===== src/hdl/cma_pkg.sv =====
// Package of shared types, constants and the sequencer state type of the moving-average unit.
`timescale 1ns / 1ps

package cma_pkg;

  localparam int unsigned SAMPLE_W            = 8;
  localparam int unsigned CFG_W               = 4;
  localparam int unsigned MAX_HALF_WINDOW_DEF = 8;
  localparam logic [CFG_W-1:0] HALF_WINDOW_RST = 4'd2;

  typedef struct packed {
    logic [SAMPLE_W-1:0] sample;
    logic                end_of_stream;
  } cma_in_t;

  typedef struct packed {
    logic [SAMPLE_W-1:0] mean;
    logic                last_out;
  } cma_out_t;

  typedef logic [CFG_W-1:0] cma_cfg_t;

  typedef enum logic [2:0] {
    ST_IDLE,
    ST_CHECK,
    ST_SUM,
    ST_DIVGO,
    ST_DIV,
    ST_EMIT,
    ST_NEXT
  } cma_state_e;

endpackage


===== src/hdl/cma_divider.sv =====
// Restoring serial divider producing one quotient bit per cycle.
`timescale 1ns / 1ps

module cma_divider #(
  parameter int unsigned DIVIDEND_W = 13,
  parameter int unsigned DIVISOR_W  = 5
) (
  input  logic                  clk_i,
  input  logic                  rst_ni,
  input  logic                  start_i,
  input  logic [DIVIDEND_W-1:0] dividend_i,
  input  logic [DIVISOR_W-1:0]  divisor_i,
  output logic                  done_o,
  output logic [DIVIDEND_W-1:0] quotient_o
);
  import cma_pkg::*;

  localparam int unsigned STEP_W = $clog2(DIVIDEND_W + 1);

  logic                  busy_q, busy_d;
  logic [STEP_W-1:0]     step_q, step_d;
  logic [DIVISOR_W-1:0]  rem_q, rem_d;
  logic [DIVISOR_W-1:0]  div_q, div_d;
  logic [DIVIDEND_W-1:0] quo_q, quo_d;
  logic [DIVISOR_W:0]    trial;
  logic                  ge;

  assign trial = {rem_q, quo_q[DIVIDEND_W-1]};
  assign ge    = (trial >= {1'b0, div_q});

  always_comb begin
    busy_d = busy_q;
    step_d = step_q;
    rem_d  = rem_q;
    div_d  = div_q;
    quo_d  = quo_q;
    if (start_i) begin
      busy_d = 1'b1;
      step_d = STEP_W'(DIVIDEND_W);
      rem_d  = '0;
      div_d  = divisor_i;
      quo_d  = dividend_i;
    end else if (busy_q) begin
      if (step_q == '0) begin
        busy_d = 1'b0;
      end else begin
        step_d = step_q - 1'b1;
        rem_d  = ge ? DIVISOR_W'(trial - {1'b0, div_q}) : trial[DIVISOR_W-1:0];
        quo_d  = {quo_q[DIVIDEND_W-2:0], ge};
      end
    end
  end

  always_ff @(posedge clk_i or negedge rst_ni) begin
    if (!rst_ni) begin
      busy_q <= 1'b0;
      step_q <= '0;
    end else begin
      busy_q <= busy_d;
      step_q <= step_d;
    end
  end

  always_ff @(posedge clk_i) begin
    rem_q <= rem_d;
    div_q <= div_d;
    quo_q <= quo_d;
  end

  assign done_o     = busy_q && (step_q == '0);
  assign quotient_o = quo_q;

endmodule


===== config.mk =====
export PLATFORM = sky130hd
export DESIGN_NAME = cma_divider
export DESIGN_NICKNAME = d
export VERILOG_FILES = /design/src/hdl/cma_pkg.sv /design/src/hdl/cma_divider.sv
export SDC_FILE = /design/constraint.sdc
export NUM_CORES = 1
export LEC_CHECK = 0
export ABC_AREA = 0
export ABC_CLOCK_PERIOD_IN_PS = 4300
export BUFFER_PORTS_ARGS = -buffer_cell sky130_fd_sc_hd__clkbuf_2
export CAP_MARGIN = 20
export CORE_MARGIN = 2
export CORE_UTILIZATION = 50
export CTS_CLUSTER_SIZE = 28
export DETAILED_ROUTE_END_ITERATION = 12
export PLACE_DENSITY = 0.73
export SLEW_MARGIN = 20
export SYNTH_ARGS = -nofsm -noshare
export SYNTH_HDL_FRONTEND = slang
export SYNTH_SLANG_ARGS = --single-unit
export TNS_END_PERCENT = 30

===== constraint.sdc =====
create_clock -name clk_i -period 4.3 [get_ports clk_i]
set_clock_uncertainty 0.1 [all_clocks]
set_input_delay 1.29 -clock clk_i [delete_from_list [all_inputs] [get_ports clk_i]]
set_output_delay 1.29 -clock clk_i [all_outputs]
set_load 0.05 [all_outputs]

# Word level (Yosys, flattened, before mapping)
# Cells that the tools add are included.
[word_totals]
regBits = 28
word_cells = 25
[classes]
addsub = 2
n_lt_le_gt_ge = 1
n_eq_ne = 1
n_mux = 10
bitwise = 1
n_reduce_logical = 5
[ops]
columns = ["operator", "n"]
rows = [
  ["13-bit 2-to-1 mux", 3],
  ["4-bit 2-to-1 mux", 3],
  ["6-bit by 5-bit greater-or-equal comparator with 1-bit output", 1],
  ["5-bit 2-to-1 mux", 1],
  ["5-bit subtractor", 1],
  ["4-bit zero test", 1],
  ["2-bit AND reduction", 2],
  ["4-bit by 1-bit subtractor with 4-bit output, second input constant", 1],
  ["1-bit 2-to-1 mux", 3],
  ["2-bit != test, second input constant", 1],
  ["2-bit nonzero test", 1],
  ["1-bit logical AND", 1],
  ["1-bit inverter", 1],
]

# Longest topological paths before layout
# Gate-level depths: netlist (run 1).
[depth]
depth_word = 4
ltp_mapped = 8
ltp_nobuf = 8

# Worst setup path after synthesis (run 1)
# No wires, ideal clock.
[synth_path]
kind = "reg2out"
startpoint = "register step_q[0]"
endpoint = "output port done_o"
arrival_time_ns = 1.656
t_required_ns = 2.910
path_slack_ns = 1.254
path_stages_with_launch = 5
n_path_buf = 0
cell_sequence = "dfrtp_1 -> inv_1 -> ha_1 -> or3b_4 -> nor2_1"
[synth_via]
elab_chain_cells = 2
[synth_rtl]
columns = ["element", "line_no", "text"]
rows = [
  ["start, declared", "cma_divider.sv:21", "logic [STEP_W-1:0] step_q, step_d;"],
  ["start signal, assigned", "cma_divider.sv:60", "step_q <= step_d;"],
  ["4-bit zero test", "cma_divider.sv:70", "assign done_o = busy_q && (step_q == '0);"],
  ["1-bit logical AND", "cma_divider.sv:70", ""],
  ["end, declared", "cma_divider.sv:13", "output logic done_o,"],
]
# No other way between the ends.

# Worst setup path after layout (run 1)
# Same ends and word-level chain as after synthesis.

==> results of run 1 <==
-- cells in the mapped netlist, drive strengths merged, types with 2 or more instances --
| master | n |
|---|---|
| edfxtp | 18 |
| mux2 | 13 |
| inv | 9 |
| ha | 6 |
| nor2 | 6 |
| dfrtp | 5 |
| dfxtp | 5 |
| nand2 | 5 |
| o211ai | 5 |
| nand2b | 4 |
| nand3 | 4 |
| a21oi | 3 |
| o21ai | 3 |
| a21o | 2 |
| a311oi | 2 |
| a31oi | 2 |
| buf | 2 |
| clkbuf | 2 |
| nand3b | 2 |
| xnor2 | 2 |
-- report_power, final --
group	total, mW	leakage [nW]	switching (mW)	internal (mW)
Sequential	0.369	0.280	0.0318	0.337
Clock	0.172	0.0279	0.0771	0.0944
Combinational	0.324	0.449	0.199	0.126
Total	0.865	0.757	0.307	0.557
-- sequential cells by signal, indices dropped and copies added, names as in the netlist --
register / count
quotient_o: 13
div_q: 5
step_q: 4
busy_q: 1
rem_q: 5
-- how the worst max path moves through the flow --
stage,from,end,slack [ps],depth (start not counted)
global placement,start_i,quotient_o[6]$_DFFE_PP_,1470,2
detailed placement,start_i,quotient_o[6]$_DFFE_PP_,1430,2
finish,step_q[0]$_DFFE_PN0P_,done_o,1120,5
global route,step_q[0]$_DFFE_PN0P_,done_o,1000,5
CTS,step_q[0]$_DFFE_PN0P_,done_o,1100,5
floorplan,step_q[0]$_DFFE_PN0P_,done_o,1250,4
-- worst min-delay path, cell delays in order, from the launching register on --
cell,delay (ps)
dfxtp_1,340
nand2_1,50
a21oi_1,50
-- per-layer routing --
metal  global-route usage, %  vias up  wire (microns)
met5                       0        -               0
met4                    7.97        0              51
met3                    2.90        5             134
met2                    27.1       29            1170
met1                    22.2      466            1090
li1                        -      493               -
-- through the flow --
stage | power (mW) | cells | worst slack [ps] | hold WS, ps
3_3_place_gp | 0.687 | 176 | 1470 | 347
6_report | 0.865 | 180 | 1120 | 372
5_1_grt | 0.911 | 180 | 998 | 400
4_1_cts | 0.869 | 180 | 1100 | 374
3_5_place_dp | 0.694 | 176 | 1430 | 355
2_1_floorplan | 0.624 | 115 | 1250 | 332
-- cell type report --
type / instances / area share (%)
tap: 31 / 2.32
sequential: 28 / 45.7
multi-input combinational: 74 / 36.7
clock inverter: 1 / 1.79
timing repair buffer: 34 / 10.2
clock buffer: 3 / 1.34
inverter: 9 / 2.02
-- placed cells by master, fill, tap and decap left out --
cell / count
clkbuf_2: 34
nor2_1: 6
ha_1: 6
a211o_1: 1
or3b_4: 1
a21oi_1: 3
nand2_1: 5
or2b_1: 1
a21o_1: 2
edfxtp_1: 18
inv_1: 9
fa_1: 1
nand3b_1: 2
nand2b_1: 4
nor3_1: 1
o2111ai_1: 1
dfxtp_1: 5
mux2_2: 13
o311a_1: 1
or3_1: 1
bufinv_16: 1
and2_4: 1
xnor2_1: 2
and3b_1: 1
clkbuf_4: 3
or2_2: 1
o211ai_2: 2
o21ai_0: 2
o21a_1: 1
xor2_1: 1
dfrtp_1: 5
o21ai_1: 1
nand3_1: 4
a2111o_1: 1
o211a_1: 1
a31oi_1: 2
o211ai_1: 3
a311oi_2: 2
-- kinds of logic (layout without fill, tap and decap cells) --
logic type | after synthesis | after routing | share of synthesized area, %
muxes | 13 | 13 | 10.2
AOI/OAI and AO/OA | 23 | 23 | 13.3
adders and majority gates | 7 | 7 | 6.61
xor gates and xnor gates | 3 | 3 | 1.83
DFF | 28 | 28 | 53.3
and+or+nand+nor | 28 | 28 | 10.8
buffers and inverters | 13 | 47 | 4.00
==> results.toml, run 1 <==
[run_status]
status = "completed"

[placement]
place_congestion = 0.889
placed_area_sq_mm = 0.00162
place_hpwl_microns = 1910
io_buffer_count = 34

[logic_synthesis]
yosys_most_used_dff = "edfxtp_1"
yosys.area.top_type = "edfxtp_1"
syn_area_sq_mm = 0.00144
synth_top_cell_area_share_pct = 37.6
ys_seq_area_share_pct = 53.3
syn_nets = 143
syn_inst = 115
synth_seq_cells = 28
syn_area_per_cell_sq_um = 12.5
synth_edf_count = 18
synthTopCellsByArea = "edfxtp_1 38%, mux2_2 10%, dfrtp_1 8.7%"
ys_warn_count = 0
ys_types = 38
synthArstFlopShare_pct = 17.9

[timing]
fmax_mhz = 314
worst_pin_slew_ps = 628
hold_viol = 0
rsz0062_at_grt = "no"
period_share_pct = 74.0
period_minus_slack_ps = 3180
setup_viol = 0
final-max-slew-violation-count = 0
slew_headroom_pct = 58.1
finalSetupTns_ps = 0

[clock_network]
cts_max_level = 1
clkTransAtPathRegs_ps = 150
postCtsHoldBufs = 0
post_cts_buffers = 0
post_cts_resized = 0
clockBufferDepth = 2
cts_made_buffers = 3
clk_latency_ps = 330
cts_root_buf = "clkbuf_4"
clkSinkCount = 28
cts_tree = "yes"

[setup_path]
r2r-end = "quotient_o[0]$_DFFE_PP_"
crit_slowest_cell = "dfrtp_1"
crit_buf_inv = 2
slowest_delay_ps = 430
path_cells = "inv_1 > ha_1 > or3b_4 > nor2_1 > clkbuf_2"
r2r-start = "quotient_o[12]$_DFFE_PP_"
ff2ff_path_depth = 8
critPathLaunchType = "flop"
worstPathMaxFanout = 5
cp.arrival_ps = 1790
critical_path.top_delay_family = "simple AND/OR/NAND/NOR gates"
endpoint_kind = "output port"
cp.required_ps = 2910
criticalPathCategory = "flop to output port"
r2r_slack_ps = 1950

[detailed_routing]
route.detailed.drc = 0
viasPerCell = 5.52
drt-initial-drc-count = 33
drt-total-wl_microns = 2450
drt_pass1_iterations = 4
ant_nets = 0
wl_per_cell_microns = 13.6
vias = 993

[power_and_ir_drop]
p_leak_nw = 0.757
vdd_drop_max_mv = 0.339
pwr_density_cell_mw_per_mm2 = 516

[layout]
fillers = 217
antenna_cells = 0
fin_util_pct = 61.3
ff_latch_area_sq_um = 766
area_growth_pct = 16.5
design_area_sq_mm = 0.00168
finalNetCount = 178
final_layout_size_suffix_gt1_share_pct = 38.9
multi_input_area_sq_um = 614

[worst_hold_path]
min_path_type = "flop to flop"
min_from = "rem_q[4]$_SDFFE_PP0P_"
whs_path_depth = 2
hold-path-endpoint = "rem_q[4]$_SDFFE_PP0P_"

[global_routing]
grt_use_total_pct = 16.8
antenna_found_initial = 0
grt_pass1_vias = 986
grt_pass1_wl_microns = 4310
grt_max_degree = 32
overflow = 0

[floorplanning]
rows = 19
dieHeight_microns = 57.6
io_pins = 35
core_sq_mm = 0.00273
die_width_microns = 57.6
start_util_pct = 52.6
die_area_sq_mm = 0.00332

[job]
cap_viol_max_count = 0
Power figures use the tool's default switching activity.
==> run 2, diff against run 1 <==
ABC_CLOCK_PERIOD_IN_PS = 3290   (was 4300)
clock period = 3.29 ns   (was 4.3 ns; I/O delays follow)
==> run 2 against run 1 <==
  * Critical path type unchanged
  * Largest power group unchanged
  * Critical endpoint unchanged
  * Die area stayed put
  * Critical path depth stayed put
  * Largest cell class unchanged
  * Worst setup slack worse by 720 ps
  * Non-clock buffer count is 1 higher
==> results.toml, run 2 (synthesis results as in run 1) <==
[setup_path]
endpoint_kind = "output port"
cp.required_ps = 2200
cp.arrival_ps = 1800
criticalPathCategory = "flop to output port"
critPathLaunchType = "flop"
worstPathMaxFanout = 5

[global_routing]
grt_use_total_pct = 16.8
antenna_found_initial = 0
grt_pass1_wl_microns = 4300
grt_pass1_vias = 977
overflow = 0
grt_max_degree = 28

[clock_network]
cts_tree = "yes"
post_cts_buffers = 0
post_cts_resized = 0
clockBufferDepth = 2
clk_latency_ps = 330
postCtsHoldBufs = 0
clkSinkCount = 28
cts_made_buffers = 3
cts_max_level = 1
cts_root_buf = "clkbuf_4"
clkTransAtPathRegs_ps = 150

[timing]
slew_headroom_pct = 59.0
setup_viol = 0
final-max-slew-violation-count = 0
finalSetupTns_ps = 0
rsz0062_at_grt = "no"
period_minus_slack_ps = 2890
fmax_mhz = 346
hold_viol = 0
period_share_pct = 87.9
worst_pin_slew_ps = 614

[layout]
largest_reg_flops = 13
fin_util_pct = 61.6
antenna_cells = 0
final_cell_mix = "34 x clkbuf_2, 18 x edfxtp_1, 13 x mux2_2"
final_common_cell = "clkbuf_2"
area_growth_pct = 17.1
final_layout_size_suffix_gt1_share_pct = 39.3
finalNetCount = 179

[power_and_ir_drop]
pwr_density_cell_mw_per_mm2 = 672
vdd_drop_max_mv = 0.466
p_leak_nw = 0.762

[detailed_routing]
drt-total-wl_microns = 2610
wl_per_cell_microns = 14.4
vias = 997
drt_pass1_iterations = 4
ant_nets = 0
route.detailed.drc = 0
viasPerCell = 5.51
drt-initial-drc-count = 23

[floorplanning]
core_sq_mm = 0.00273
io_pins = 35
die_area_sq_mm = 0.00332
rows = 19
start_util_pct = 52.6
die_width_microns = 57.6
dieHeight_microns = 57.6

[worst_hold_path]
min_path_type = "input pin to asynchronous set/reset pin"

[job]
cap_viol_max_count = 0

[placement]
place_hpwl_microns = 1910
io_buffer_count = 34
place_congestion = 0.841

[run_status]
status = "completed"
-- run 2: changes by cell type in the layout (fill, tap and decap cells not counted) --
cell and change:
buf_4 +1
-- run 2: through the flow --
step	cell area, sq um	worst slack, ps	total power [mW]	std cells	hold WS (ps)
after floorplan	1440	547	0.815	115	332
after global placement	1630	827	0.900	177	352
after detailed placement	1630	776	0.906	177	366
after CTS	1680	389	1.14	181	321
after global routing	1680	331	1.19	181	331
final	1680	399	1.13	181	337
-- run 2: power by group --
part	switching (mW)	leakage, nW	internal (mW)
Clock	0.103	0.0279	0.123
Combinational	0.258	0.453	0.164
Sequential	0.0425	0.280	0.441
-- run 2: per-layer routing --
| metal | track usage, % | part of all wire, % | up-vias |
|---|---|---|---|
| li1 | - | - | 494 |
| met1 | 22.1 | 46 | 475 |
| met2 | 28.6 | 49 | 24 |
| met3 | 2.46 | 3.7 | 4 |
| met4 | 5.98 | 1.4 | 0 |
| met5 | 0 | 0 | - |
-- run 2: path summary, 6_finish.rpt --
| kind | startpoint | to | slack (ps) | cells after the start |
|---|---|---|---|---|
| max | step_q[0]$_DFFE_PN0P_ | done_o | 400 | 5 |
| min | rst_ni | step_q[3]$_DFFE_PN0P_ | 340 | 1 |
| max in group asynchronous | rst_ni | busy_q$_DFF_PN0_ | 2620 | 1 |
| min in group clk_i | rem_q[4]$_SDFFE_PP0P_ | rem_q[4]$_SDFFE_PP0P_ | 380 | 2 |
| max reg2reg | quotient_o[12]$_DFFE_PP_ | quotient_o[0]$_DFFE_PP_ | 960 | 8 |
| min reg2reg | rem_q[4]$_SDFFE_PP0P_ | rem_q[4]$_SDFFE_PP0P_ | 380 | 2 |
-- run 2: worst max-delay path, cell delays in order (launching register included) --
cell and delay, ps:
dfrtp_1 430, inv_1 70, ha_1 180, or3b_4 420, nor2_1 100, clkbuf_2 280
-- run 2: cell type report --
cell class,instances,area [sq um]
Multi-Input combinational cell,74,614
Tap cell,31,38.8
Timing Repair Buffer,35,178
Clock buffer,3,22.5
Inverter,9,33.8
Clock inverter,1,30.0
Fill cell,224,1050
Sequential cell,28,766
