`src/hdl/cma_pkg.sv`:
```
// Package of shared types, constants and the sequencer state type of the moving-average unit.
`timescale 1ns / 1ps

package cma_pkg;

  localparam int unsigned SAMPLE_W            = 8;
  localparam int unsigned CFG_W               = 4;
  localparam int unsigned MAX_HALF_WINDOW_DEF = 8;
  localparam logic [CFG_W-1:0] HALF_WINDOW_RST = 4'd2;

  typedef struct packed {
    logic [SAMPLE_W-1:0] sample;
    logic                end_of_stream;
  } cma_in_t;

  typedef struct packed {
    logic [SAMPLE_W-1:0] mean;
    logic                last_out;
  } cma_out_t;

  typedef logic [CFG_W-1:0] cma_cfg_t;

  typedef enum logic [2:0] {
    ST_IDLE,
    ST_CHECK,
    ST_SUM,
    ST_DIVGO,
    ST_DIV,
    ST_EMIT,
    ST_NEXT
  } cma_state_e;

endpackage

```
`src/hdl/cma_window.sv`:
```
// Sample shift store holding the newest sample at entry 0, with one indexed read port.
`timescale 1ns / 1ps

module cma_window #(
  parameter int unsigned DEPTH = 2 * cma_pkg::MAX_HALF_WINDOW_DEF + 1,
  parameter int unsigned IDX_W = $clog2(DEPTH)
) (
  input  logic                          clk_i,
  input  logic                          shift_i,
  input  logic [cma_pkg::SAMPLE_W-1:0]  sample_i,
  input  logic [IDX_W-1:0]              rd_idx_i,
  output logic [cma_pkg::SAMPLE_W-1:0]  rd_data_o
);
  import cma_pkg::*;

  logic [SAMPLE_W-1:0] store_q [DEPTH];

  // Entries are only read once this stream has written them, so no reset.
  always_ff @(posedge clk_i) begin
    if (shift_i) begin
      store_q[0] <= sample_i;
      for (int unsigned i = 1; i < DEPTH; i++) begin
        store_q[i] <= store_q[i-1];
      end
    end
  end

  assign rd_data_o = store_q[rd_idx_i];

endmodule

```
`config.mk`:
```
export PLATFORM = sky130hd
export DESIGN_NAME = cma_window
export DESIGN_NICKNAME = d
export VERILOG_FILES = /design/src/hdl/cma_pkg.sv /design/src/hdl/cma_window.sv
export SDC_FILE = /design/constraint.sdc
export NUM_CORES = 1
export LEC_CHECK = 0
export BUFFER_PORTS_ARGS = -buffer_cell sky130_fd_sc_hd__buf_4
export CAP_MARGIN = 20
export CORE_ASPECT_RATIO = 2
export CORE_MARGIN = 2
export CORE_UTILIZATION = 35
export CTS_CLUSTER_SIZE = 14
export DETAILED_ROUTE_END_ITERATION = 12
export MAX_ROUTING_LAYER = met4
export PLACE_DENSITY = 0.53
export SLEW_MARGIN = 20
export SYNTH_ARGS = -nofsm -noshare
export SYNTH_HDL_FRONTEND = slang
export SYNTH_SLANG_ARGS = --single-unit
```
`constraint.sdc`:
```
create_clock -name clk_i -period 2.2 [get_ports clk_i]
set_input_delay 0.44 -clock clk_i [delete_from_list [all_inputs] [get_ports clk_i]]
set_output_delay 0.44 -clock clk_i [all_outputs]
set_load 0.005 [all_outputs]
```
Word level (Yosys, flattened, before mapping)
Memories as Yosys holds them, arrays and structs flattened.
Cells that the tools add are included.

word-level totals
  register bits = 0
  output and inout port bits = 8
  memories kept = 1
  word-level logic and storage cells = 3
  memory bits (writable) = 136

memories
  name     depth  bits a word  rd ports  clocked after Yosys merged registers in  wr ports  line              RTL
  store_q  17     8            17        0                                        17        cma_window.sv:16  logic [SAMPLE_W-1:0] store_q [DEPTH];

cells by class
  multiplexer cells = 2

operators by type and width
  operator          number
  1-bit 2-to-1 mux  2

Depth between registers and ports, before layout
Gate-level depths: netlist (run 1).

  depth after elaboration = 2
  depth in mapped cells = 6

Worst setup path before layout (run 1)
No wires, ideal clock.

  path type = input -> output
  start point = input rd_idx_i[0]
  end point = output rd_data_o[4] in the netlist's numbering
  stages on the path = 5
  path buffers = 2
  arrival = 1.435 ns
  required time = 1.760 ns
  setup slack = 0.325 ns
  cells stage by stage = buf_6 > buf_6 > mux4_2 > o22ai_1 > a221oi_2

on the way
  word-level cells in the longest chain between the ends = 1

ends and longest elaborated chain
  element             line              RTL
  start: declaration  cma_window.sv:11  input logic [IDX_W-1:0] rd_idx_i,
  memory 17 x 8 bit   n/a
  end: declaration    cma_window.sv:12  output logic [cma_pkg::SAMPLE_W-1:0] rd_data_o

No other way between the ends.

==> results by group, run 1 <==
Synthesis
  – Yosys top cell by area: edfxtp_1
  – Syn Area/Cell: 24.24 um2
  – Dominant synthesized flop cell: edfxtp_1
  – YS warnings: 0
  – Post-synth net total: 232
  – Syn Inst Count: 217
  – Synthesized flop and latch total: 136
  – Register area share after synthesis: 77.64%
  – Post-synth top area share: 77.64%
  – Ys async rst share: 0%
  – Top cells by area, synth: edfxtp_1 (78%), mux4_2 (11%), mux4_1 (3.0%)
  – Post-synth cell types: 18
  – Post-synth EDFFs: 136
  – Cell area after synthesis: 5260 um2

Critical path
  – R2R cell count: 2
  – CP max-delay cell: mux4_2
  – Crit. Startpoint: store_q[15][1]
  – Worst Path Max Fanout: 2
  – Slowest stage delay, CP: 0.49 ns
  – Critical Path End Type: output port
  – CP Launch Type: register
  – Reg-to-reg slack, setup: 1.30 ns
  – Crit-path cells: mux4_2 > mux2i_1 > a221oi_2 > buf_4
  – R2r endpoint: store_q[10][2]
  – Crit path DAT: 1.76 ns
  – Req. time, crit path: 1.76 ns
  – Reg-to-Reg Start: store_q[9][2]
  – Setup Crit Path Kind: reg2out

Placement
  – Port Buffers: 22
  – RD Place Congestion: 0.7269
  – Post-DP HPWL: 6141 um
  – Placed cell areas: 5798 um2

Cells and area
  – Top reg by flops: store_q
  – Top Registers: store_q (136)
  – Final nets: 303
  – Max reg flops: 136
  – Fillers: 1263
  – Post-route cell area: 6575 um2
  – Synthesis-to-layout area growth: 25.00%
  – Ant diodes: 0
  – Layout cells sized above 1: 46.84%

Power
  – Leak: 0.002285 uW
  – Peak supply drop: 0.4636 mV
  – Pwr/cell area: 949.6 nW/um2
  – Final total power: 6243 uW

STA
  – Setup violators final: 1
  – Max-slew violations: 0
  – Clk_skew: 0.007404 ns
  – Relative slew margins: 57.42%
  – Setup ws final: -0.004861 ns
  – Fmax: 453.5 MHz
  – Period utilization: 100.2%
  – Least-Margin Pin Slew: 0.6373 ns
  – Final hold violations: 0
  – RSZ-0062 raised after global routing: true
  – Period minus WS final: 2.205 ns

Floorplan
  – FP Rows: 63
  – Die height: 177.4 um
  – Number of I/O pins: 23
  – Effective utilization at floorplan: 35.68%
  – Core area: 14740 um2
  – Die ar.: 16080 um2
  – Die Wd: 90.69 um

CTS
  – CTS Buffer Depth: 2
  – Clock H-tree levels: 4
  – Hold buffers post-CTS: 0
  – Root Driver: clkbuf_16
  – Worst-Skew Late Latency: 0.41 ns
  – Clock transition at path regs: 0.06 ns
  – Clock Sink Count: 136
  – CTS Buf Count: 17
  – CTS tree: built

Job
  – Max-cap viol count: 0

Routing
  – Final wirelength: 9888 um
  – Detailed router's first-iteration violation count: 124
  – Routed length per instance: 19.94 um
  – Via count: 2461
  – DRT antenna net count: 0
  – # DRC: 0
  – DRT Pass-1 Iters: 4
  – Vias/cell: 4.962

Min path
  – Hold Path End: store_q[0][1]
  – Worst hold start: sample_i[1]
  – Hold crit path type: in2reg
  – Hold path cells: 1

Run status
  – Status: finished with violations
  – Failing checks: setup timing

Global routing
  – Gr ovfl total: 0
  – Number of global-route vias before repair: 2669
  – Total GRT Usage: 13.67%
  – Number of antenna violations at the first check in global routing: 0
  – First-pass GRT wire length: 15550 um
  – Largest net degree at the start of global routing: 54
worst max-delay path: cells and delay by family, from the launching register on:
kind	cells	cell delay [ns]
buffers and inverters	1	0.17
AO/OA/AOI/OAI	1	0.11
flip-flops	1	0.39
multiplexers	2	0.67
through the flow:
stage | cells | worst slack (ns) | hold slack, ns | setup TNS, ns | util (%)
finish | 496 | -0.004861 | 0.2006 | -0.004861 | 44.61
global route | 496 | -0.08153 | 0.1811 | -0.3485 | 44.61
CTS | 484 | -0.03147 | 0.1788 | -0.07891 | 43.93
detailed placement | 438 | -0.05063 | 0.4285 | -0.1988 | 39.33
global placement | 438 | -0.05297 | 0.4254 | -0.1351 | 39.33
floorplan | 217 | 0.3246 | 0.4172 | 0 | -
layer usage:
| layer | up-vias | global-route usage (%) | wire length, um |
|---|---|---|---|
| li1 | 1077 | - | - |
| met1 | 1324 | 16.03 | 4136 |
| met2 | 47 | 21.74 | 5217 |
| met3 | 13 | 4.374 | 342 |
| met4 | 0 | 5.833 | 191 |
| met5 | - | - | 0 |
kinds of logic (layout without fill, tap and decap cells):
group,count (synthesis),count (layout),synth area share (%)
flops,136,136,77.64
simple gates,11,11,0.9279
mux,40,40,15.65
buf+inv,14,98,2.426
compound gates,16,16,3.354
cell type report:
class | instances | area [um2] | area share [%]
clock inverters | 14 | 131.4 | 1.998
inverters | 1 | 3.754 | 0.05709
repair buffers | 65 | 620.6 | 9.439
multi-input cells | 67 | 1062 | 16.16
well taps | 195 | 244.0 | 3.711
flip-flops and latches | 136 | 4084 | 62.11
clock buffers | 18 | 429.2 | 6.527
worst max path at each step:
| stage | endpoint | slack (ns) | cells past startpoint |
|---|---|---|---|
| 5_1_grt | rd_data_o[1] | -0.08 | 4 |
| 3_3_place_gp | rd_data_o[6] | -0.05 | 7 |
| 6_report | rd_data_o[1] | -0.005 | 4 |
| 2_1_floorplan | rd_data_o[4] | 0.32 | 5 |
| 4_1_cts | rd_data_o[1] | -0.03 | 4 |
| 3_5_place_dp | rd_data_o[6] | -0.05 | 7 |
cells in the mapped netlist (2+ instances only):
library cell and instances:
nor2_1 8, o22ai_1 7, a221oi_2 8, mux4_1 6, edfxtp_1 136, buf_1 3
buf_6 5, buf_12 2, mux4_2 26, mux2i_1 8
placed cells by master, fill, tap and decap left out, types with 2 or more instances in the layout:
master	instances
inv_6	2
mux4_2	32
nor2_1	8
mux2i_2	3
buf_12	10
clkinv_2	3
mux2i_1	5
clkbuf_16	17
bufinv_16	2
o22ai_2	5
edfxtp_1	136
clkinvlp_4	2
o22ai_1	3
buf_4	53
clkinv_1	4
a221oi_2	8
buf_6	2
what timing repair did:
action,in CTS,in global routing
setup buffers,14,12
resized for setup,9,6
setup endpoints to repair,7,8
pin swaps,3,4
endpoints found under the hold margin,0,0
report_power, final:
part,leakage (uW),total (uW),internal [uW],switching (uW)
registers,0.00133,3110,3030,76.4
clock network,0.000270,2700,1650,1050
logic,0.000684,434,246,189
total,0.00229,6240,4930,1320
Power figures use the tool's default switching activity.
==> run 2: changes to the inputs <==
Settings changed: SKIP_LAST_GASP set to 1.
==> run 2 against run 1 <==
Against the previous run:
- the flow still finishes with violations (setup timing)
- clock-buffer cell count is the same
- sequential cell count unchanged
- via count rose by 0.33%
- highest routed layer unchanged
- critical path depth stayed put
- clock skew about the same
- cell area unchanged
- largest cell class unchanged
- utilization did not move
==> results by group, run 2 (synthesized netlist as in run 1, its figures left out) <==
Floorplan
  – Die Wd: 90.69 um (unchanged)
  – Number of I/O pins: 23 (unchanged)
  – Effective utilization at floorplan: 35.68% (unchanged)
  – Die ar.: 16080 um2 (unchanged)
  – Die height: 177.4 um (unchanged)
  – FP Rows: 63 (unchanged)
  – Core area: 14740 um2 (unchanged)

Cells and area
  – Ant diodes: 0 (unchanged)
  – Most frequent cells in the layout: edfxtp_1 (136), buf_4 (53), mux4_2 (32)
  – Top reg by flops: store_q
  – Synthesis-to-layout area growth: 25.00% (unchanged)
  – Top Registers: store_q (136)
  – Layout cells sized above 1: 46.84% (unchanged)
  – Fillers: 1263 (unchanged)
  – Commonest non-fill, non-tap cell in the layout: edfxtp_1
  – Final nets: 303 (unchanged)
  – Max reg flops: 136 (unchanged)

CTS
  – Clock transition at path regs: 0.06 ns (about the same)
  – CTS Buffer Depth: 2 (unchanged)
  – Clock H-tree levels: 4 (unchanged)
  – Root Driver: clkbuf_16
  – Hold buffers post-CTS: 0 (unchanged)
  – CTS Buf Count: 17 (unchanged)
  – Worst-Skew Late Latency: 0.41 ns (about the same)
  – Clock Sink Count: 136 (unchanged)
  – CTS tree: built

STA
  – Max-slew violations: 0 (unchanged)
  – Hold Slack: 0.2004 ns (-0.0001830 ns)
  – Least-Margin Pin Slew: 0.6627 ns (+0.02539 ns)
  – Setup violators final: 1 (unchanged)
  – Period minus WS final: 2.206 ns (+0.001392 ns)
  – Setup TNS: -0.006253 ns (-0.001392 ns)
  – Fmax: 453.3 MHz (about the same)
  – RSZ-0062 raised after global routing: true
  – Clk_skew: 0.007101 ns (-0.0003026 ns)
  – Final hold violations: 0 (unchanged)
  – Period utilization: 100.3% (about the same)
  – Relative slew margins: 55.73% (-1.7 points)
  – Setup ws final: -0.006253 ns (-0.001392 ns)

Critical path
  – Req. time, crit path: 1.76 ns (about the same)
  – Setup Crit Path Kind: reg2out
  – CP Launch Type: register
  – Reg-to-reg slack, setup: 1.30 ns (about the same)
  – Critical Path End Type: output port
  – Worst Path Max Fanout: 2 (unchanged)
  – Crit path DAT: 1.77 ns (about the same)

Routing
  – DRT Pass-1 Iters: 4 (unchanged)
  – Via count: 2469 (+0.33%)
  – Vias/cell: 4.978 (+0.33%)
  – DRT antenna net count: 0 (unchanged)
  – Routed length per instance: 19.96 um (+0.10%)
  – # DRC: 0 (unchanged)
  – Detailed router's first-iteration violation count: 122 (-1.6%)
  – Final wirelength: 9898 um (+0.10%)

Global routing
  – First-pass GRT wire length: 15550 um (unchanged)
  – Largest net degree at the start of global routing: 54 (unchanged)
  – Total GRT Usage: 13.67% (unchanged)
  – Gr ovfl total: 0 (unchanged)
  – Number of antenna violations at the first check in global routing: 0 (unchanged)
  – Number of global-route vias before repair: 2669 (unchanged)

Placement
  – Post-DP HPWL: 6141 um (unchanged)
  – Port Buffers: 22 (unchanged)
  – RD Place Congestion: 0.7269 (unchanged)

Power
  – Leak: 0.002285 uW (unchanged)
  – Peak supply drop: 0.4639 mV (about the same)
  – Pwr/cell area: 949.6 nW/um2 (about the same)

Run status
  – Status: finished with violations
  – Failing checks: setup timing

Min path
  – Hold crit path type: in2reg

Job
  – Max-cap viol count: 0 (unchanged)
run 2: per-layer routing:
metal	wire (um)	vias up	GRT usage, %
met2	5212	49	21.74
met5	0	-	-
met4	191	0	5.833
li1	-	1077	-
met3	373	13	4.374
met1	4121	1330	16.03
run 2: metrics by stage:
step / utilization (%) / setup slack [ns] / cells / area (um2) / power [uW]
3_3_place_gp: 39.33 / -0.05297 / 438 / 5798 / 3541
2_1_floorplan: - / 0.3246 / 217 / 5260 / 3338
3_5_place_dp: 39.33 / -0.05063 / 438 / 5798 / 3549
4_1_cts: 43.93 / -0.05378 / 484 / 6475 / 6311
6_report: 44.61 / -0.006253 / 496 / 6575 / 6244
5_1_grt: 44.61 / -0.08153 / 496 / 6575 / 6478
run 2: path summary, 6_finish.rpt:
kind                                     start            end  cells past startpoint
worst max-delay path            store_q[15][1]   rd_data_o[1]                      4
worst min-delay path               sample_i[1]  store_q[0][1]                      1
worst max register to register   store_q[7][7]  store_q[8][7]                      2
worst min register to register   store_q[6][6]  store_q[7][6]                      0
run 2: timing repair:
item / CTS / global route
resized for setup: 9 / 6
setup endpoints to repair: 7 / 8
setup buffers: 14 / 12
pin swaps: 2 / 5
run 2: layout make-up:
type / count / area [um2] / share of cell area (%)
inverters: 1 / 3.754 / 0.05709
multi-input cells: 67 / 1062 / 16.16
well taps: 195 / 244.0 / 3.711
clock inverters: 14 / 131.4 / 1.998
clock buffers: 18 / 429.2 / 6.527
repair buffers: 65 / 620.6 / 9.439
flip-flops and latches: 136 / 4084 / 62.11
run 2: power by group:
part | switching, uW | internal [uW] | total, uW
Combinational | 189 | 246 | 435
Clock | 1050 | 1650 | 2700
Sequential | 76.4 | 3030 | 3110
Total | 1320 | 4930 | 6240
run 2: critical path, stage by stage (launching register included):
cell      delay [ns]
edfxtp_1        0.39
mux4_2          0.49
mux2i_1         0.18
a221oi_2        0.11
buf_4           0.17
==> run 3: changes to the inputs <==
Settings changed: ABC_AREA set to 1.
==> run 3 against run 2 <==
Against the previous run:
- largest power group unchanged
- critical path type is now in2out
- clock skew grew 0.0026 ns
- the run now ends clean
- synthesized cell count grew 110%
- die area grew 4.9%
- sequential cell count is the same
- worst hold slack gained 0.0028 ns
- worst setup slack gained 0.14 ns
==> results by group, run 3 <==
Run status
  – Status: completed

Cells and area
  – Ant diodes: 0 (unchanged)
  – Post-route cell area: 6550 um2 (-0.38%)
  – Top Registers: store_q (136)
  – Top reg by flops: store_q
  – Fillers: 1521 (+20%)
  – Max reg flops: 136 (unchanged)
  – Synthesis-to-layout area growth: 18.49%
  – Commonest non-fill, non-tap cell in the layout: nand2_1
  – Reg area: 4084 um2 (unchanged)
  – Final nets: 499 (+65%)
  – Most frequent cells in the layout: nand2_1 (192), edfxtp_1 (136), nand3_1 (96)
  – Layout cells sized above 1: 13.28% (-34 points)
  – Multi-input logic area: 1201 um2 (+13%)

Routing
  – Final wirelength: 10530 um (+6.4%)
  – DRT antenna net count: 0 (unchanged)
  – Routed length per instance: 15.09 um (-24%)
  – DRT Pass-1 Iters: 5 (+1)
  – Detailed router's first-iteration violation count: 336 (+180%)
  – Vias/cell: 4.792 (-3.7%)
  – Via count: 3345 (+35%)
  – # DRC: 0 (unchanged)

Synthesis
  – Syn Inst Count: 454 (+110%)
  – Count leader, synth: nand2_1
  – Synth cell count leaders: nand2_1 (192), edfxtp_1 (136), nand3_1 (96), buf_4 (9), buf_6 (9)
  – Top cells by area, synth: edfxtp_1 (74%), nand2_1 (13%), nand3_1 (8.7%)
  – YS warnings: 0 (unchanged)
  – Cell area after synthesis: 5528 um2 (+5.1%)
  – Yosys top cell by area: edfxtp_1
  – Syn Area/Cell: 12.18 um2 (-50%)
  – Ys async rst share: 0% (unchanged)
  – Post-synth cell types: 10 (-8)
  – Post-synth net total: 469 (+100%)
  – Synthesized flop and latch total: 136 (unchanged)
  – Register area share after synthesis: 73.88% (-3.8 points)
  – Post-synth EDFFs: 136 (unchanged)
  – Dominant synthesized flop cell: edfxtp_1
  – Post-synth top area share: 73.88% (-3.8 points)

Job
  – Max-cap viol count: 0 (unchanged)

Floorplan
  – Die Wd: 92.87 um (+2.4%)
  – Core area: 15620 um2 (+5.9%)
  – Die height: 181.7 um (+2.5%)
  – Effective utilization at floorplan: 35.40% (-0.28 points)
  – Number of I/O pins: 23 (unchanged)
  – Die ar.: 16880 um2 (+4.9%)
  – FP Rows: 65 (+3.2%)

Power
  – Leak: 0.002551 uW (+12%)
  – Final total power: 6552 uW (+4.9%)
  – Internal Pwr Total: 5179 uW (+5.1%)
  – Logic pwr share: 6.1% (-0.9 points)
  – Switching portion of total power: 20.95% (-0.13 points)
  – Clock network fraction of total power: 46.6% (+3.3 points)
  – Switching power total: 1372 uW (+4.3%)
  – Pwr/cell area: 1000 nW/um2 (+5.3%)
  – Peak supply drop: 0.6737 mV (+45%)
  – Sequential power share: 47.3% (-2.5 points)

Placement
  – Placed cell areas: 5917 um2 (+2.0%)
  – Port Buffers: 22 (unchanged)
  – RD Place Congestion: 0.7452 (+2.5%)
  – Post-DP HPWL: 6030 um (-1.8%)

STA
  – Setup violators final: 0 (-1)
  – Fmax: 484.2 MHz (+6.8%)
  – Period utilization: 93.89% (-6.4 points)
  – Relative slew margins: 80.71% (+25 points)
  – Period minus WS final: 2.065 ns (-0.1408 ns)
  – Clk_skew: 0.009723 ns (+0.002622 ns)
  – Final hold violations: 0 (unchanged)
  – Max-slew violations: 0 (unchanged)
  – Least-Margin Pin Slew: 0.2894 ns (-0.3733 ns)
  – RSZ-0062 raised after global routing: true

CTS
  – CTS Buffer Depth: 2 (unchanged)
  – CTS tree: built
  – Hold buffers post-CTS: 0 (unchanged)
  – CTS resizes: 0 (-9)
  – Clock transition at path regs: 0.06 ns (about the same)
  – Clock H-tree levels: 4 (unchanged)
  – Setup bufs post-CTS: 0 (-14)
  – CTS Buf Count: 17 (unchanged)
  – Worst-Skew Late Latency: 0.41 ns (about the same)
  – Clock Sink Count: 136 (unchanged)
  – Root Driver: clkbuf_16

Critical path
  – Worst Path Max Fanout: 39 (+37)
  – CP Launch Type: input pin
  – Setup Crit Path Kind: in2out
  – Critical Path End Type: output port
  – Req. time, crit path: 1.76 ns (about the same)
  – Crit path DAT: 1.63 ns (-0.14 ns)

Global routing
  – Total GRT Usage: 13.91% (+0.25 points)
  – Number of global-route vias before repair: 3351 (+26%)
  – Number of antenna violations at the first check in global routing: 0 (unchanged)
  – Gr ovfl total: 0 (unchanged)
  – Largest net degree at the start of global routing: 48 (-11%)
  – First-pass GRT wire length: 17700 um (+14%)

Min path
  – Hold crit path type: in2reg
[run 3: cell types whose count changed in the layout (fill, tap and decap cells not counted), sizes merged]
cell / delta
a221oi: -8
mux2i: -8
or2: -1
clkinv: -2
nor2b: -1
mux4: -32
buf: -29
nand2: +192
bufinv: +3
inv: +3
o22ai: -8
nand3: +96
nand2b: -1
nor2: -8
[run 3: logic make-up (layout without fill, tap and decap cells)]
group	count (synthesis)	in the layout	share of synthesized area, %
AND/OR/NAND/NOR	288	288	21.73
buffers and inverters	30	73	4.391
flip-flops	136	136	73.88
[run 3: through the flow]
stage	utilization, %	worst slack (ns)	hold slack [ns]	std cells	TNS [ns]
final	41.95	0.1345	0.2032	698	0
after global routing	41.95	-0.0002173	0.1818	698	-0.0002173
after CTS	41.95	0.09576	0.1887	698	0
after detailed placement	37.89	0.1172	0.4332	666	0
after global placement	37.89	0.1183	0.4292	666	0
after floorplan	-	0.5734	0.4262	454	0
[run 3: final timing paths]
path | startpoint | end | slack, ns | cells after the start
worst max-delay path | rd_idx_i[0] | rd_data_o[0] | 0.13 | 12
worst min-delay path | sample_i[5] | store_q[0][5] | 0.20 | 1
worst max register to register | store_q[0][4] | store_q[1][4] | 1.51 | 0
worst min register to register | store_q[10][2] | store_q[11][2] | 0.44 | 0
[run 3: layout make-up]
type | instances | area share (%)
Sequential cell | 136 | 62.35
Clock inverter | 14 | 3.114
Timing Repair Buffer | 36 | 5.521
Tap cell | 201 | 3.840
Multi-Input combinational cell | 288 | 18.34
Clock buffer | 18 | 6.552
Inverter | 5 | 0.2865
[run 3: power by group through the flow]
stage | combinational [uW] | sequential, uW | clock, uW
after floorplan | 240 | 3130 | 0
after global placement | 402 | 3150 | 0
after detailed placement | 406 | 3150 | 0
after CTS | 407 | 3100 | 3120
after global routing | 454 | 3120 | 3230
final | 398 | 3100 | 3050
[run 3: worst max-delay path, cell delays in order]
cell and delay, ns:
buf_4 0.14, inv_2 0.10, buf_12 0.21, nand2_1 0.07, nand3_1 0.07, nand3_1 0.08, nand2_1 0.08, nand2_1 0.06
nand2_1 0.08, nand2_1 0.05, nand2_1 0.09, buf_4 0.11
[run 3: metal layers]
metal / global-route usage [%] / part of all wire [%]
met4: 5.353 / 1.3
met3: 3.776 / 3.0
met2: 20.32 / 47
met1: 18.59 / 49
met5: - / 0
